$ cat src/rtl/ddo_pkg.sv
// Shared constants, command types and the arctangent table for the odometry block.
`timescale 1ns / 1ps
package ddo_pkg;

    localparam int CORDIC_STEPS_DEF = 24;
    localparam int DIV_BITS         = 49;   // dividend is |r - l| << 16
    localparam int CNT_W            = 6;
    localparam int PADDR_W          = 3;

    localparam logic [31:0] AXLE_RESET = 32'd43909;
    localparam logic [0:0]  REG_AXLE   = 1'b0;

    localparam logic signed [33:0] GAIN_Q31   = 34'sd1304065748;
    localparam logic signed [33:0] RAD_TO_BAM = 34'sd683565276;

    localparam logic signed [49:0] POS_MAX = 50'sd140737488355327;
    localparam logic signed [49:0] POS_MIN = -50'sd140737488355328;

    typedef enum logic [4:0] {
        OP_NONE,
        OP_LOAD,
        OP_DIV,
        OP_WSAT,
        OP_MULW,
        OP_MULL,
        OP_MULH,
        OP_DTH,
        OP_RPRE,
        OP_SCLX,
        OP_SCLY,
        OP_SCLW,
        OP_ROT,
        OP_RPOST,
        OP_MDX,
        OP_MDY,
        OP_DYWB,
        OP_COMMIT
    } ddo_op_t;

    typedef struct packed {
        ddo_op_t    op;
        logic [4:0] idx;    // CORDIC iteration
        logic       phase;  // 0: heading-change rotation, 1: world rotation
    } ddo_cmd_t;

    function automatic logic [31:0] atan_bam(input logic [4:0] i);
        logic [31:0] r;
        unique case (i)
            5'd0:  r = 32'h20000000;
            5'd1:  r = 32'h12E4051E;
            5'd2:  r = 32'h09FB385B;
            5'd3:  r = 32'h051111D4;
            5'd4:  r = 32'h028B0D43;
            5'd5:  r = 32'h0145D7E1;
            5'd6:  r = 32'h00A2F61E;
            5'd7:  r = 32'h00517C55;
            5'd8:  r = 32'h0028BE53;
            5'd9:  r = 32'h00145F2F;
            5'd10: r = 32'h000A2F98;
            5'd11: r = 32'h000517CC;
            5'd12: r = 32'h00028BE6;
            5'd13: r = 32'h000145F3;
            5'd14: r = 32'h0000A2FA;
            5'd15: r = 32'h0000517D;
            5'd16: r = 32'h000028BE;
            5'd17: r = 32'h0000145F;
            5'd18: r = 32'h00000A30;
            5'd19: r = 32'h00000518;
            5'd20: r = 32'h0000028C;
            5'd21: r = 32'h00000146;
            5'd22: r = 32'h000000A3;
            5'd23: r = 32'h00000051;
            5'd24: r = 32'h00000029;
            5'd25: r = 32'h00000014;
            5'd26: r = 32'h0000000A;
            5'd27: r = 32'h00000005;
            5'd28: r = 32'h00000003;
            5'd29: r = 32'h00000001;
            5'd30: r = 32'h00000001;
            default: r = 32'h00000000;
        endcase
        return r;
    endfunction

endpackage

$ cat src/rtl/ddo_ctrl.sv
// Sequencer for the odometry datapath: divide, multiply steps, two CORDIC passes, commit.
`timescale 1ns / 1ps
module ddo_ctrl import ddo_pkg::*; #(
    parameter int CORDIC_STEPS = CORDIC_STEPS_DEF
) (
    input  logic     aclk,
    input  logic     aresetn,
    input  logic     s_valid,
    output logic     s_ready,
    output logic     m_valid,
    input  logic     m_ready,
    output ddo_cmd_t cmd
);

    typedef enum logic [16:0] {
        ST_IDLE  = 17'h00001,
        ST_DIV   = 17'h00002,
        ST_WSAT  = 17'h00004,
        ST_MULW  = 17'h00008,
        ST_MULL  = 17'h00010,
        ST_MULH  = 17'h00020,
        ST_DTH   = 17'h00040,
        ST_RPRE  = 17'h00080,
        ST_SCLX  = 17'h00100,
        ST_SCLY  = 17'h00200,
        ST_SCLW  = 17'h00400,
        ST_ROT   = 17'h00800,
        ST_RPOST = 17'h01000,
        ST_MDX   = 17'h02000,
        ST_MDY   = 17'h04000,
        ST_DYWB  = 17'h08000,
        ST_DONE  = 17'h10000
    } state_t;

    state_t           state_reg, state_next;
    logic [CNT_W-1:0] cnt_reg, cnt_next;
    logic             phase_reg, phase_next;
    logic             m_valid_reg, m_valid_next;
    logic             out_free;

    assign out_free = !m_valid_reg || m_ready;
    assign s_ready  = (state_reg == ST_IDLE);
    assign m_valid  = m_valid_reg;

    always_comb begin
        state_next = state_reg;
        cnt_next   = cnt_reg;
        phase_next = phase_reg;
        cmd.op     = OP_NONE;
        cmd.idx    = cnt_reg[4:0];
        cmd.phase  = phase_reg;
        unique case (state_reg)
            ST_IDLE: begin
                if (s_valid) begin
                    cmd.op     = OP_LOAD;
                    cnt_next   = '0;
                    state_next = ST_DIV;
                end
            end
            ST_DIV: begin
                cmd.op   = OP_DIV;
                cnt_next = cnt_reg + 1'b1;
                if (cnt_reg == CNT_W'(DIV_BITS - 1)) state_next = ST_WSAT;
            end
            ST_WSAT: begin
                cmd.op     = OP_WSAT;
                state_next = ST_MULW;
            end
            ST_MULW: begin
                cmd.op     = OP_MULW;
                state_next = ST_MULL;
            end
            ST_MULL: begin
                cmd.op     = OP_MULL;
                state_next = ST_MULH;
            end
            ST_MULH: begin
                cmd.op     = OP_MULH;
                state_next = ST_DTH;
            end
            ST_DTH: begin
                cmd.op     = OP_DTH;
                phase_next = 1'b0;
                state_next = ST_RPRE;
            end
            ST_RPRE: begin
                cmd.op     = OP_RPRE;
                state_next = ST_SCLX;
            end
            ST_SCLX: begin
                cmd.op     = OP_SCLX;
                state_next = ST_SCLY;
            end
            ST_SCLY: begin
                cmd.op     = OP_SCLY;
                state_next = ST_SCLW;
            end
            ST_SCLW: begin
                cmd.op     = OP_SCLW;
                cnt_next   = '0;
                state_next = ST_ROT;
            end
            ST_ROT: begin
                cmd.op   = OP_ROT;
                cnt_next = cnt_reg + 1'b1;
                if (cnt_reg == CNT_W'(CORDIC_STEPS - 1)) state_next = ST_RPOST;
            end
            ST_RPOST: begin
                cmd.op = OP_RPOST;
                if (!phase_reg) begin
                    phase_next = 1'b1;
                    state_next = ST_RPRE;
                end else begin
                    state_next = ST_MDX;
                end
            end
            ST_MDX: begin
                cmd.op     = OP_MDX;
                state_next = ST_MDY;
            end
            ST_MDY: begin
                cmd.op     = OP_MDY;
                state_next = ST_DYWB;
            end
            ST_DYWB: begin
                cmd.op     = OP_DYWB;
                state_next = ST_DONE;
            end
            ST_DONE: begin
                // wait here until the output register is free
                if (out_free) begin
                    cmd.op     = OP_COMMIT;
                    state_next = ST_IDLE;
                end
            end
            default: state_next = ST_IDLE;
        endcase
    end

    always_comb begin
        if (cmd.op == OP_COMMIT) begin
            m_valid_next = 1'b1;
        end else if (m_ready) begin
            m_valid_next = 1'b0;
        end else begin
            m_valid_next = m_valid_reg;
        end
    end

    always_ff @(posedge aclk) begin
        if (!aresetn) begin
            state_reg   <= ST_IDLE;
            cnt_reg     <= '0;
            phase_reg   <= 1'b0;
            m_valid_reg <= 1'b0;
        end else begin
            state_reg   <= state_next;
            cnt_reg     <= cnt_next;
            phase_reg   <= phase_next;
            m_valid_reg <= m_valid_next;
        end
    end

endmodule

$ cat config.mk
export PLATFORM = sky130hd
export DESIGN_NAME = ddo_ctrl
export DESIGN_NICKNAME = d
export VERILOG_FILES = /design/src/rtl/ddo_pkg.sv /design/src/rtl/ddo_ctrl.sv
export SDC_FILE = /design/constraint.sdc
export NUM_CORES = 1
export LEC_CHECK = 0
export BUFFER_PORTS_ARGS = -buffer_cell sky130_fd_sc_hd__buf_2
export CAP_MARGIN = 20
export CORE_MARGIN = 3
export CORE_UTILIZATION = 57
export DETAILED_ROUTE_END_ITERATION = 10
export PLACE_DENSITY = 0.86
export RECOVER_POWER = 50
export REMOVE_ABC_BUFFERS = 1
export SYNTH_ARGS = -nofsm -noshare
export SYNTH_HDL_FRONTEND = slang
export SYNTH_SLANG_ARGS = --single-unit
$ cat constraint.sdc
create_clock -name aclk -period 3.09 [get_ports aclk]
set_clock_uncertainty 0.2 [all_clocks]
set_input_delay 0.1545 -clock aclk [delete_from_list [all_inputs] [get_ports aclk]]
set_output_delay 0.1545 -clock aclk [all_outputs]
set_load 0.02 [all_outputs]
After elaboration in Yosys (flattened, before gate mapping) --
Index checks and enable logic that the tools add are counted.
Storage, ports and cells: word-level logic and storage cells 51, input bits 4, output and inout port bits 13, flip-flop bits (word level) 25
Cells by class: add/subtract/negate cells 1, multiplexer cells 14, equality and inequality tests 24, reductions and logical operators 8
Operators by type and width (count):
- $pmux W17 S17 | 1
- $pmux W5 S17 | 1
- $mux W17 | 4
- $pmux W6 S3 | 1
- $eq A17 B1 Y1 const B | 1
- $eq A17 B10 Y1 const B | 1
- $eq A17 B11 Y1 const B | 1
- $eq A17 B12 Y1 const B | 1
- $eq A17 B13 Y1 const B | 1
- $eq A17 B14 Y1 const B | 1
- $eq A17 B15 Y1 const B | 1
- $eq A17 B16 Y1 const B | 1
- $eq A17 B17 Y1 const B | 1
- $eq A17 B2 Y1 const B | 1
- $eq A17 B3 Y1 const B | 1
- $eq A17 B4 Y1 const B | 1
- $eq A17 B5 Y1 const B | 1
- $eq A17 B6 Y1 const B | 1
- $eq A17 B7 Y1 const B | 1
- $eq A17 B8 Y1 const B | 1
- $eq A17 B9 Y1 const B | 1
- $mux W14 | 1
- $ne A2 B2 Y1 const B | 4
- $add A6 B1 Y6 const B | 1
- 14 further kinds | 17

Longest topological paths before layout --
depth in word-level cells 6, mapped depth 7, depth with buffers taken out 7

Worst setup path after synthesis --
No wires, ideal clock.
path type register to output, from reg state_reg[12], to out cmd[6] (netlist name), data required time 2.735 ns, path slack 0.644 ns, data arrival time 2.092 ns, path buffers 0, stages on the path, launching flop included 7, cells stage by stage dfxtp_1 nor4_4 nand4_4 nor3_1 a21oi_1 nand4_1 or4b_2
RTL lines:
- from (decl) | line ddo_ctrl.sv:35 | state_t state_reg, state_next;
- from (signal assigned) | line ddo_ctrl.sv:157 | state_reg <= state_next;
- to (decl) | line ddo_ctrl.sv:12 | output ddo_cmd_t cmd

==> results.tsv <==
stage	metric	value	unit
floorplanning	ios	17	
grt	grt_pass1_vias	1389	
grt	grt_max_degree	15	
setup_path	r2r-start	state_reg[15]	
final_layout	mostFrequentLayoutCells	dfxtp_1 (25), nand2_1 (19), nor2_1 (16), nor3_1 (10), buf_2 (9)	
drt	num_vias	1427	
final_layout	layout_commonest_cell	dfxtp_1	
hold_path	hp-start	phase_reg	
drt	wire_per_inst	16.73	um
sta	final_hold_viol_count	0	
drt	first_pass_iters	7	
synth	syn-cell-area	1465	sq um
clocking	cts.sinks	25	
sta	finalSetupViolations	0	
setup_path	critical_path_class	reg2out	
synth	synth_cells	173	
grt	grt_antenna_before_repair	0	
clocking	clk_latency	0.33	ns
setup_path	crit_fanout	5	
sta	tns	0	ns
place	io_buffers	16	
sta	rsz0062_at_grt	false	
grt	track_usage	0.2493	
setup_path	crit_path_cell_trace	nor4_4 > buf_4 > and3_2 > nand4_1 > nand4_1 > or4b_2 > buf_2	
synth	ys_ff_latch	25	
final_layout	multi_input_area	895.9	sq um
setup_path	cp-start-kind	flip-flop	
setup_path	rrSetupSlack	0.26	ns
final_layout	layout-drive-gt1-share	0.1753	
clocking	htreeDepth	1	
setup_path	cp_num_buf_inv	2	
final_layout	largest_reg_flops	17	
setup_path	cp.required	2.74	ns
power	ir_drop	348.3	uV
synth	yosysWarningCount	0	
setup_path	r2r_end	state_reg[1]	
synth	avgSynthCellArea	8.469	sq um
setup_path	setup.worst_path.end_class	primary output	
floorplanning	row_count	17	
clocking	cts_tree	done	
drt	initialDrtViolationCount	74	
sta	tightestPinTransition	0.5613	ns
floorplanning	dieHeight	56.70	um
sta	period_minus_slack	2.842	ns
floorplanning	die-area	3215	sq um
hold_path	worstHoldPathCells	2	
hold_path	worstHoldPathType	reg2reg	
clocking	clk_pin_slew	0.15	ns
power	p_leak	0.0006915	uW
sta	drv_slew	0	
final_layout	fillers	194	
sta	maxSlewHeadroom	0.6223	
setup_path	path_delay_family	simple AND/OR/NAND/NOR gates	
synth	synthArstFlopShare	0	
grt	grt.overflow.total	0	
final_layout	regArea	500.5	sq um
floorplanning	initial_core_util	0.6319	
drt	wl	3713	um
clocking	ctsLongestPathBuffers	2	
setup_path	cp.arrival	2.49	ns
drt	ant_nets	0	
setup_path	cpMostUsedCell	nand4_1	
drt	drcViolationCount	0	
status	outcome	finished, final reports clean	
place	place_hpwl	2744	um
final_layout	antenna_cells	0	
floorplanning	die_w	56.70	um
setup_path	cp_slowest_cell	or4b_2	
floorplanning	core	2318	sq um
clocking	root_buffer	clkbuf_4	
power	p_per_area	465.2	nW/um^2
sta	max_freq	0.3519	GHz
synth	synthFlopType	dfxtp_1	
final_layout	syn_to_final_growth	11.44	%
place	gp_congestion	0.9701	
grt	grt_first_pass_wirelength	6479	um
synth	synth_enable_flop_cells	0	
setup_path	ff2ff_path_depth	8	
sta	hold_slack	0.3147	ns
hold_path	min_to	phase_reg	
synth	seq_area_frac_synth	0.3416	
final_layout	nets	201	
drt	viasPerCell	6.428	
clocking	cts_inserted_buffers	3	
job	maxCapViolations	0	
sta	fin_crit_sh	0.9196	
synth	ys_types	45	
setup_path	max_stage_delay	0.65	ns
==> area by class of cell <==
class | instances | area share
sequential | 25 | 0.3065
inverter | 8 | 0.01839
clock inverter | 1 | 0.003065
timing repair buffer | 24 | 0.08812
tap | 28 | 0.02146
multi-input combinational | 133 | 0.5487
clock buffer | 3 | 0.01379
==> metal layers <==
layer,GRT usage,share of wire,up-vias
li1,-,-,674
met1,0.3287,0.42,659
met2,0.4010,0.47,79
met3,0.03218,0.069,15
met4,0.1119,0.032,0
met5,0,0,-
==> synthesized netlist by cell type, types with 4 or more instances <==
| library cell | n | area [sq um] |
|---|---|---|
| a21oi_1 | 5 | 25.02 |
| and3_1 | 5 | 31.28 |
| buf_4 | 6 | 45.04 |
| dfxtp_1 | 25 | 500.5 |
| inv_1 | 8 | 30.03 |
| nand2_1 | 19 | 71.32 |
| nand2b_1 | 6 | 37.54 |
| nand3_1 | 4 | 20.02 |
| nand4_1 | 7 | 43.79 |
| nor2_1 | 16 | 60.06 |
| nor3_1 | 12 | 60.06 |
| nor4_1 | 7 | 43.79 |
==> metrics by stage <==
stage	setup WS, ns	area [sq um]	utilization	power, uW	instances
4_1_cts	0.1399	1624	0.7005	756.0	221
6_report	0.2484	1633	0.7043	759.6	222
3_3_place_gp	0.6899	1546	0.6670	593.0	212
2_1_floorplan	0.6436	1416	-	533.8	166
3_5_place_dp	0.6068	1546	0.6670	603.5	212
5_1_grt	0.1067	1633	0.7043	796.2	222
==> tightest hold or removal path, stage by stage (launching register included) <==
cell	delay [ns]
dfxtp_1	0.36
nand2_1	0.05
a21boi_0	0.07
==> where the power goes <==
part	switching, uW	leakage [uW]	total (uW)	internal [uW]
Sequential	16.7	0.000202	353	336
Combinational	155	0.000472	255	100
Clock	103	0.0000177	152	48.6
==> logic make-up after synthesis <==
kind of cell	share of synthesized area
simple gates	0.4424
xor+xnor	0.01794
flops	0.3416
buf+inv	0.05380
fa+ha+maj	0.01708
mux	0.006832
compound gates	0.1204
==> timing repair <==
action                                 4_1_cts  5_1_grt
hold buffers                                 5        0
endpoints found under the hold margin        7        0
resized for setup                            0        2
setup endpoints to repair                    0        1
setup buffers                                0        1
==> how the worst max path moves through the flow <==
| stage | end | depth (start not counted) | from |
|---|---|---|---|
| after detailed placement | cnt_reg[4] | 6 | state_reg[12] |
| after global routing | state_reg[1] | 8 | state_reg[15] |
| after CTS | state_reg[1] | 8 | state_reg[12] |
| final | cmd[6] | 7 | state_reg[13] |
| after floorplan | cmd[6] | 6 | state_reg[12] |
| after global placement | cmd[6] | 7 | state_reg[9] |
(Power assumes the default switching activity.)
